===== src/hdl/x86sat_pkg_dummy_never.sv =====
// Stage-free helper is not needed; this file intentionally left minimal.
// Depends on nothing.
`timescale 1ns / 1ps
`default_nettype none
`default_nettype wire


===== src/hdl/x86sat_pkg.sv =====
// Package for the x86 segment address translate unit.
// Holds the request, result and inter-stage types and the operation/status codes.
// No dependencies.
`timescale 1ns / 1ps
`default_nettype none

package x86sat_pkg;

    localparam int unsigned AddrW  = 64;
    localparam int unsigned HalfW  = 32;
    localparam int unsigned LimitW = 32;
    localparam int unsigned SelW   = 16;
    localparam int unsigned AttrW  = 7;

    // Operation codes; the fourth code behaves as an unchecked translate.
    localparam logic [1:0] OP_DATA  = 2'd0;
    localparam logic [1:0] OP_CODE  = 2'd1;
    localparam logic [1:0] OP_RAW   = 2'd2;
    localparam logic [1:0] OP_SPARE = 2'd3;

    // Segment register indexes that keep their base in 64-bit mode.
    localparam logic [2:0] SEG_FS = 3'd4;
    localparam logic [2:0] SEG_GS = 3'd5;

    // Attribute bit positions.
    localparam int unsigned ATTR_S    = 4;
    localparam int unsigned ATTR_P    = 5;
    localparam int unsigned ATTR_G    = 6;
    localparam int unsigned ATTR_CODE = 3;

    typedef enum logic [1:0] {
        ST_OK          = 2'd0,
        ST_BOUNDS      = 2'd1,
        ST_NOT_PRESENT = 2'd2,
        ST_NOT_CODE    = 2'd3
    } t_status;

    typedef struct packed {
        logic [1:0]        operation;
        logic              real_or_v86;
        logic              long_mode_active;
        logic              cs_long;
        logic [2:0]        seg_index;
        logic [SelW-1:0]   selector;
        logic [AddrW-1:0]  seg_base;
        logic [LimitW-1:0] seg_limit;
        logic [AttrW-1:0]  seg_attr;
        logic              hidden_valid;
        logic [AddrW-1:0]  address;
    } t_req;

    typedef struct packed {
        logic [AddrW-1:0] flat_address;
        t_status          status;
    } t_rsp;

    // Between the check stage and the merge stage.
    typedef struct packed {
        logic             vld;
        t_status          status;
        logic             is32;
        logic [HalfW-1:0] a_hi;
        logic [HalfW-1:0] b_hi;
        logic [HalfW:0]   sum_lo;
    } t_mid;

endpackage

`default_nettype wire


===== src/hdl/x86sat_check.sv =====
// Check stage: descriptor checks, operand selection and low-half add.
// Depends on x86sat_pkg.
`timescale 1ns / 1ps
`default_nettype none

module x86sat_check (
    input  wire logic             i_clk,
    input  wire logic             i_rst_n,
    input  wire logic             i_vld,
    input  wire x86sat_pkg::t_req i_req,
    output x86sat_pkg::t_mid      o_mid
);

    logic                          r_vld;
    x86sat_pkg::t_mid              r_mid;
    x86sat_pkg::t_mid              n_mid;

    logic                          wide;
    logic                          present;
    logic                          expand_dn;
    logic                          off_gt_lim;
    logic                          off_gt_64k;
    logic                          code_ok_lim;
    logic                          fs_gs;
    logic [x86sat_pkg::AddrW-1:0]  op_a;
    logic [x86sat_pkg::AddrW-1:0]  op_b;
    logic                          is32;
    x86sat_pkg::t_status           status;

    always_comb begin
        wide        = i_req.long_mode_active & i_req.cs_long;
        present     = i_req.seg_attr[x86sat_pkg::ATTR_P];
        expand_dn   = (i_req.seg_attr[3:2] == 2'b01);
        off_gt_lim  = (|i_req.address[63:32]) || (i_req.address[31:0] > i_req.seg_limit);
        off_gt_64k  = |i_req.address[63:16];
        code_ok_lim = (i_req.address[31:0] <= i_req.seg_limit);
        fs_gs       = (i_req.seg_index == x86sat_pkg::SEG_FS)
                   || (i_req.seg_index == x86sat_pkg::SEG_GS);
    end

    always_comb begin
        status = x86sat_pkg::ST_OK;
        if (!i_req.real_or_v86) begin
            unique case (i_req.operation)
                x86sat_pkg::OP_CODE: begin
                    priority if (!present)
                        status = x86sat_pkg::ST_NOT_PRESENT;
                    else if (!i_req.seg_attr[x86sat_pkg::ATTR_S]
                             || !i_req.seg_attr[x86sat_pkg::ATTR_CODE])
                        status = x86sat_pkg::ST_NOT_CODE;
                    else if (!wide && !code_ok_lim)
                        status = x86sat_pkg::ST_BOUNDS;
                    else
                        status = x86sat_pkg::ST_OK;
                end
                x86sat_pkg::OP_DATA: begin
                    priority if (!present)
                        status = x86sat_pkg::ST_NOT_PRESENT;
                    else if (wide)
                        status = x86sat_pkg::ST_OK;
                    else if (expand_dn) begin
                        // Expand-down: valid offsets lie above the limit.
                        if ((!i_req.seg_attr[x86sat_pkg::ATTR_G] && off_gt_64k) || !off_gt_lim)
                            status = x86sat_pkg::ST_BOUNDS;
                    end else if (off_gt_lim)
                        status = x86sat_pkg::ST_BOUNDS;
                    else
                        status = x86sat_pkg::ST_OK;
                end
                x86sat_pkg::OP_RAW,
                x86sat_pkg::OP_SPARE: status = x86sat_pkg::ST_OK;
                default:              status = x86sat_pkg::ST_OK;
            endcase
        end
    end

    always_comb begin
        priority if (i_req.real_or_v86) begin
            op_a = {48'd0, i_req.address[15:0]};
            op_b = i_req.hidden_valid ? {32'd0, i_req.seg_base[31:0]}
                                      : {44'd0, i_req.selector, 4'd0};
            is32 = 1'b1;
        end else if (wide) begin
            // Only FS and GS keep their base in 64-bit mode, and never for code.
            op_a = i_req.address;
            op_b = (i_req.operation != x86sat_pkg::OP_CODE && fs_gs)
                 ? i_req.seg_base : '0;
            is32 = 1'b0;
        end else begin
            op_a = {32'd0, i_req.address[31:0]};
            op_b = {32'd0, i_req.seg_base[31:0]};
            is32 = 1'b1;
        end
    end

    always_comb begin
        n_mid        = r_mid;
        n_mid.vld    = i_vld;
        n_mid.status = status;
        n_mid.is32   = is32;
        n_mid.a_hi   = op_a[63:32];
        n_mid.b_hi   = op_b[63:32];
        n_mid.sum_lo = {1'b0, op_a[31:0]} + {1'b0, op_b[31:0]};
    end

    always_ff @(posedge i_clk) begin
        if (!i_rst_n) begin
            r_vld <= 1'b0;
        end else begin
            r_vld <= i_vld;
        end
    end

    always_ff @(posedge i_clk) begin
        r_mid <= n_mid;
    end

    always_comb begin
        o_mid     = r_mid;
        o_mid.vld = r_vld;
    end

endmodule

`default_nettype wire


===== src/hdl/x86sat_merge.sv =====
// Merge stage: high-half add, 32-bit wrap and fault zeroing, result register.
// Depends on x86sat_pkg.
`timescale 1ns / 1ps
`default_nettype none

module x86sat_merge (
    input  wire logic             i_clk,
    input  wire logic             i_rst_n,
    input  wire x86sat_pkg::t_mid i_mid,
    output logic                  o_valid,
    output x86sat_pkg::t_rsp      o_result
);

    logic                          r_valid;
    x86sat_pkg::t_rsp              r_result;
    x86sat_pkg::t_rsp              n_result;
    logic [x86sat_pkg::HalfW-1:0]  sum_hi;

    always_comb begin
        sum_hi = i_mid.a_hi + i_mid.b_hi + {31'd0, i_mid.sum_lo[32]};
        n_result.status = i_mid.status;
        // Drop the address on a failed check.
        if (i_mid.status != x86sat_pkg::ST_OK)
            n_result.flat_address = '0;
        else if (i_mid.is32)
            n_result.flat_address = {32'd0, i_mid.sum_lo[31:0]};
        else
            n_result.flat_address = {sum_hi, i_mid.sum_lo[31:0]};
    end

    always_ff @(posedge i_clk) begin
        if (!i_rst_n) begin
            r_valid <= 1'b0;
        end else begin
            r_valid <= i_mid.vld;
        end
    end

    always_ff @(posedge i_clk) begin
        r_result <= n_result;
    end

    assign o_valid  = r_valid;
    assign o_result = r_result;

endmodule

`default_nettype wire


===== src/hdl/x86_segment_address_translate_unit.sv =====
// x86 segment address translate unit: top level with input register and checks.
// Depends on x86sat_pkg, x86sat_check and x86sat_merge.
//
// Usage:
//   Drive a request on i_item and raise start for one cycle per transfer.
//   busy is always low: a new request may be given in every clock cycle.
//   Each request yields exactly one result on o_result, marked by o_valid
//   for one cycle; results leave in request order.
//   Throughput: one request per cycle, as no stage ever holds; the latency
//   is set by three register stages (input register, check/low-add stage,
//   high-add/result stage).
//   The receiver cannot hold results off; none is needed, as the pipeline
//   never stalls.
//   Reset (i_rst_n low, synchronous) clears every stage valid bit; requests
//   in flight are dropped and o_valid stays low until new requests arrive.
//   status: ok, out of bounds, not present, not code; flat address is zero
//   whenever status is not ok.
`timescale 1ns / 1ps
`default_nettype none

module x86_segment_address_translate_unit (
    input  wire logic             i_clk,
    input  wire logic             i_rst_n,
    input  wire logic             start,
    output logic                  busy,
    input  wire x86sat_pkg::t_req i_item,
    output logic                  o_valid,
    output x86sat_pkg::t_rsp      o_result
);

    logic              r_in_vld;
    x86sat_pkg::t_req  r_in;
    x86sat_pkg::t_mid  mid;

    assign busy = 1'b0;

    always_ff @(posedge i_clk) begin
        if (!i_rst_n) begin
            r_in_vld <= 1'b0;
        end else begin
            r_in_vld <= start & ~busy;
        end
    end

    always_ff @(posedge i_clk) begin
        r_in <= i_item;
    end

    x86sat_check u_check (
        .i_clk   (i_clk),
        .i_rst_n (i_rst_n),
        .i_vld   (r_in_vld),
        .i_req   (r_in),
        .o_mid   (mid)
    );

    x86sat_merge u_merge (
        .i_clk    (i_clk),
        .i_rst_n  (i_rst_n),
        .i_mid    (mid),
        .o_valid  (o_valid),
        .o_result (o_result)
    );

    // Every result traces back to a transfer through the input, check and merge registers.
    a_result_origin : assert property (@(posedge i_clk) disable iff (!i_rst_n)
        o_valid |-> $past(start && !busy, 3))
        else $error("result without matching transfer");

    // A failed check never exposes an address.
    a_fault_zero : assert property (@(posedge i_clk) disable iff (!i_rst_n)
        (o_valid && o_result.status != x86sat_pkg::ST_OK) |-> (o_result.flat_address == '0))
        else $error("faulting result carries an address");

    // Real mode and unchecked translates always succeed.
    a_never_fail : assert property (@(posedge i_clk) disable iff (!i_rst_n)
        (start && !busy && (i_item.real_or_v86
                            || i_item.operation == x86sat_pkg::OP_RAW
                            || i_item.operation == x86sat_pkg::OP_SPARE))
        |-> ##3 (o_valid && o_result.status == x86sat_pkg::ST_OK))
        else $error("unchecked access reported a fault");

    // A real-mode address never exceeds 32 bits.
    a_real_wrap : assert property (@(posedge i_clk) disable iff (!i_rst_n)
        (start && !busy && i_item.real_or_v86) |-> ##3 (o_result.flat_address[63:32] == '0))
        else $error("real-mode address not wrapped");

endmodule

`default_nettype wire


===== config.mk =====
export PLATFORM = sky130hd
export DESIGN_NAME = x86_segment_address_translate_unit
export DESIGN_NICKNAME = d
export VERILOG_FILES = /design/src/hdl/x86sat_pkg_dummy_never.sv /design/src/hdl/x86sat_pkg.sv /design/src/hdl/x86sat_check.sv /design/src/hdl/x86sat_merge.sv /design/src/hdl/x86_segment_address_translate_unit.sv
export SDC_FILE = /design/constraint.sdc
export NUM_CORES = 1
export LEC_CHECK = 0
export ABC_AREA = 1
export BUFFER_PORTS_ARGS = -buffer_cell sky130_fd_sc_hd__buf_2
export CORE_MARGIN = 1
export CORE_UTILIZATION = 54
export DETAILED_ROUTE_END_ITERATION = 6
export PLACE_DENSITY = 0.78
export SYNTH_ARGS = -nofsm -noshare
export SYNTH_HDL_FRONTEND = slang
export SYNTH_SLANG_ARGS = --single-unit

===== constraint.sdc =====
create_clock -name i_clk -period 7 [get_ports i_clk]
set_input_delay 0.35 -clock i_clk [delete_from_list [all_inputs] [get_ports i_clk]]
set_output_delay 0.35 -clock i_clk [all_outputs]
set_load 0.01 [all_outputs]

==> impl_metrics.py <==
metrics = {
    "status": {
        "status": "finished, final reports clean",
    },
    "timing": {
        "setup_viol": 0,
        "min_period_ns": 4.289,
        "worst_slew_pin_slew_ns": 1.157,
        "hold_viol": 0,
        "max_freq_mhz": 233.2,
        "slew_viol_final": 0,
        "setup_ws_ns": 2.711,
        "fin_worst_skew_ns": 0.02635,
        "fin_crit_sh_pct": 61.27,
        "setup_tns_ns": 0,
        "relSlewSlack_pct": 22.80,
        "rsz0062_at_grt": "no",
    },
    "layout": {
        "fin_cells": 2403,
        "layout.nets": 2341,
        "drive_above_1_share_pct": 16.95,
        "fill_cells": 1665,
        "layout_commonest_cell": "dfxtp_1",
        "area_growth_syn_to_layout_pct": 35.82,
        "final_cell_mix": "dfxtp_1, inv_1, nand2_1",
    },
    "placed_design": {
        "finalWeightedCongestion": 0.9204,
        "dp_slack_ns": 2.960,
        "dp_hpwl_um": 23810,
        "dp_cells": 2146,
        "port_buffers": 258,
    },
    "critical_path": {
        "slowest_stage": "nor2_2",
        "critical_path_required_ns": 7.43,
        "cp-startpoint": "r_in[189]",
        "cp-start-kind": "flop",
        "path_class": "reg -> reg",
        "critPathCaptureType": "flop",
        "r2r_cells": 14,
        "path_buf_inv": 3,
        "r2r-start": "r_in[189]",
        "cp.depth": 14,
        "ff2ff_setup_slack_ns": 2.71,
        "cp_cell_sequence": "nor2_1 > inv_2 > nor2_2 > inv_2 > nand2_1 > inv_1 > ha_1 > a21oi_1 > a21boi_0 > o21bai_1 > nand2_1 > nand3_1 > a21oi_1 > xnor2_1",
        "critPathArrivalTime_ns": 4.72,
        "slowest_delay_ns": 0.87,
        "cp_top_family": "simple AND/OR/NAND/NOR gates",
        "cp_max_fo": 34,
    },
    "job": {
        "max-cap-violations": 0,
    },
    "global_routing": {
        "grtUsageTotal_pct": 31.81,
        "grt_pass1_vias": 12780,
        "grt_pass1_wl_um": 63830,
        "grt_max_degree": 35,
        "antenna_found_initial": 2,
        "grt_remaining_overflow": 0,
    },
    "yosys": {
        "syn_avg_cell_area_um2": 8.505,
        "synth_fp_nets": 1875,
        "synthDistinctLibCells": 48,
        "ys_ff_latch": 358,
        "netlist_area_um2": 13460,
        "synth.top_cell.area_share_pct": 53.23,
        "yosysTopAreaCell": "dfxtp_1",
        "synth.area.top_cells": "dfxtp_1, ha_1, inv_1",
        "ys_warn_count": 0,
        "ys_seq_area_share_pct": 53.23,
        "syn_inst": 1583,
    },
    "worst_hold_path": {
        "worstHoldPathCells": 3,
        "holdCritStartpoint": "start",
        "hold_path.class": "in -> reg",
    },
    "floorplanning": {
        "die_w_um": 159.9,
        "core.rowCount": 57,
        "initial_core_util_pct": 55.20,
        "io_pins": 263,
        "dieArea_um2": 25570,
        "die_height_um": 159.9,
        "coreArea_um2": 24390,
    },
    "drt": {
        "wl_per_cell_um": 16.82,
        "antenna_left": 0,
        "via_per_inst": 5.046,
        "vias": 12130,
        "drt_iter0_drc": 787,
        "dr.pass1.iters": 5,
        "drc": 0,
        "routed_wl_um": 40410,
    },
    "clock_network": {
        "cts_tree": "yes",
        "cts_setup_buffers": 0,
        "cts_buffer_depth": 3,
        "post_cts_resized": 0,
        "holdBufCountCts": 189,
        "clkTransAtPathRegs_ns": 0.06,
        "numCtsBuffers": 36,
        "htreeDepth": 2,
        "clock_sinks": 358,
        "cts-root-buf": "clkbuf_16",
        "worstSkewPairLatency_ns": 0.52,
    },
    "pwr": {
        "power_per_cell_area_nw_per_um2": 269.9,
        "ir_drop_mv": 0.2687,
        "p_leak_uw": 0.009298,
    },
}
## Yosys cell counts, drive strengths merged
master and instances:
a221oi 1, or2 7, fa 3, o221ai 1, clkbuf 14, nand3 42, nor3b 1, conb 1
a31oi 5, dfxtp 358, o21bai 13, nor2 237, a21oi 102, and3 1, a31o 2, nand2 266
a21boi 10, o21a 5, xnor2 11, xor2 27, a21o 10, nand3b 1, nor4 7, nor3 15
a2bb2oi 1, inv 269, ha 94, buf 7, o211a 2, o21ai 50, a211oi 1, nand4 19
## per-layer routing
layer | wire length (um) | track usage (%) | part of all wire, % | up-vias
met4 | 2543 | 19.78 | 6.3 | 0
met5 | 0 | 0 | 0 | -
met3 | 2399 | 6.260 | 5.9 | 177
met1 | 15290 | 33.68 | 38 | 5508
li1 | - | - | - | 5887
met2 | 20180 | 57.94 | 50 | 554
## sequential cells by signal, indices dropped and copies added (netlist names)
register / count
r_in: 189
r_in_vld: 1
u_check.o_mid: 100
u_check.r_vld: 1
u_merge.o_result: 66
u_merge.o_valid: 1
## tightest hold or removal path, delay by kind of cell
| family | cells | cell delay, ns |
|---|---|---|
| simple gates | 1 | 0.04 |
| buf+inv | 2 | 0.12 |
## logic make-up (layout without fill, tap and decap cells)
group / after synthesis / in the layout / share of synthesized area [%]
other: 1 / 3 / 0.02785
flip-flops: 358 / 358 / 53.23
AO/OA/AOI/OAI: 203 / 203 / 8.987
buffers and inverters: 290 / 784 / 8.132
AND/OR/NAND/NOR: 596 / 596 / 17.96
XOR/XNOR: 38 / 38 / 2.472
adder cells (fa/ha/maj): 97 / 97 / 9.182
## where the power goes
| group | internal [uW] | switching [uW] |
|---|---|---|
| sequential | 2200 | 60.5 |
| combinational | 270 | 338 |
| clock | 1260 | 812 |
| total | 3730 | 1210 |
## cell type report
class	instances	area [um2]	share of cell area, %
Antenna cell	2	5.005	0.02737
Clock buffer	48	1059	5.789
Clock inverter	18	240.2	1.314
Inverter	269	1010	5.522
Multi-Input combinational cell	935	5201	28.45
Sequential cell	358	7167	39.20
Tap cell	324	405.4	2.217
Timing Repair Buffer	449	3198	17.49
## per-stage QoR
step           util (%)  hold slack, ns  total power, uW  area (um2)
3_5_place_dp      61.87          0.3380             2778       15090
6_report          74.97         0.02938             4936       18290
5_1_grt           74.97         0.03953             5120       18290
4_1_cts           74.95        0.009941             4888       18280
3_3_place_gp      61.87          0.3390             2766       15090
2_1_floorplan         -          0.3314             2581       13460
## final timing paths
check	to
worst min-delay path	r_in_vld
worst min register to register	u_merge.o_result[0]
worst max-delay path	u_check.o_mid[25]
worst max register to register	u_check.o_mid[25]
(Power assumes the default switching activity.)
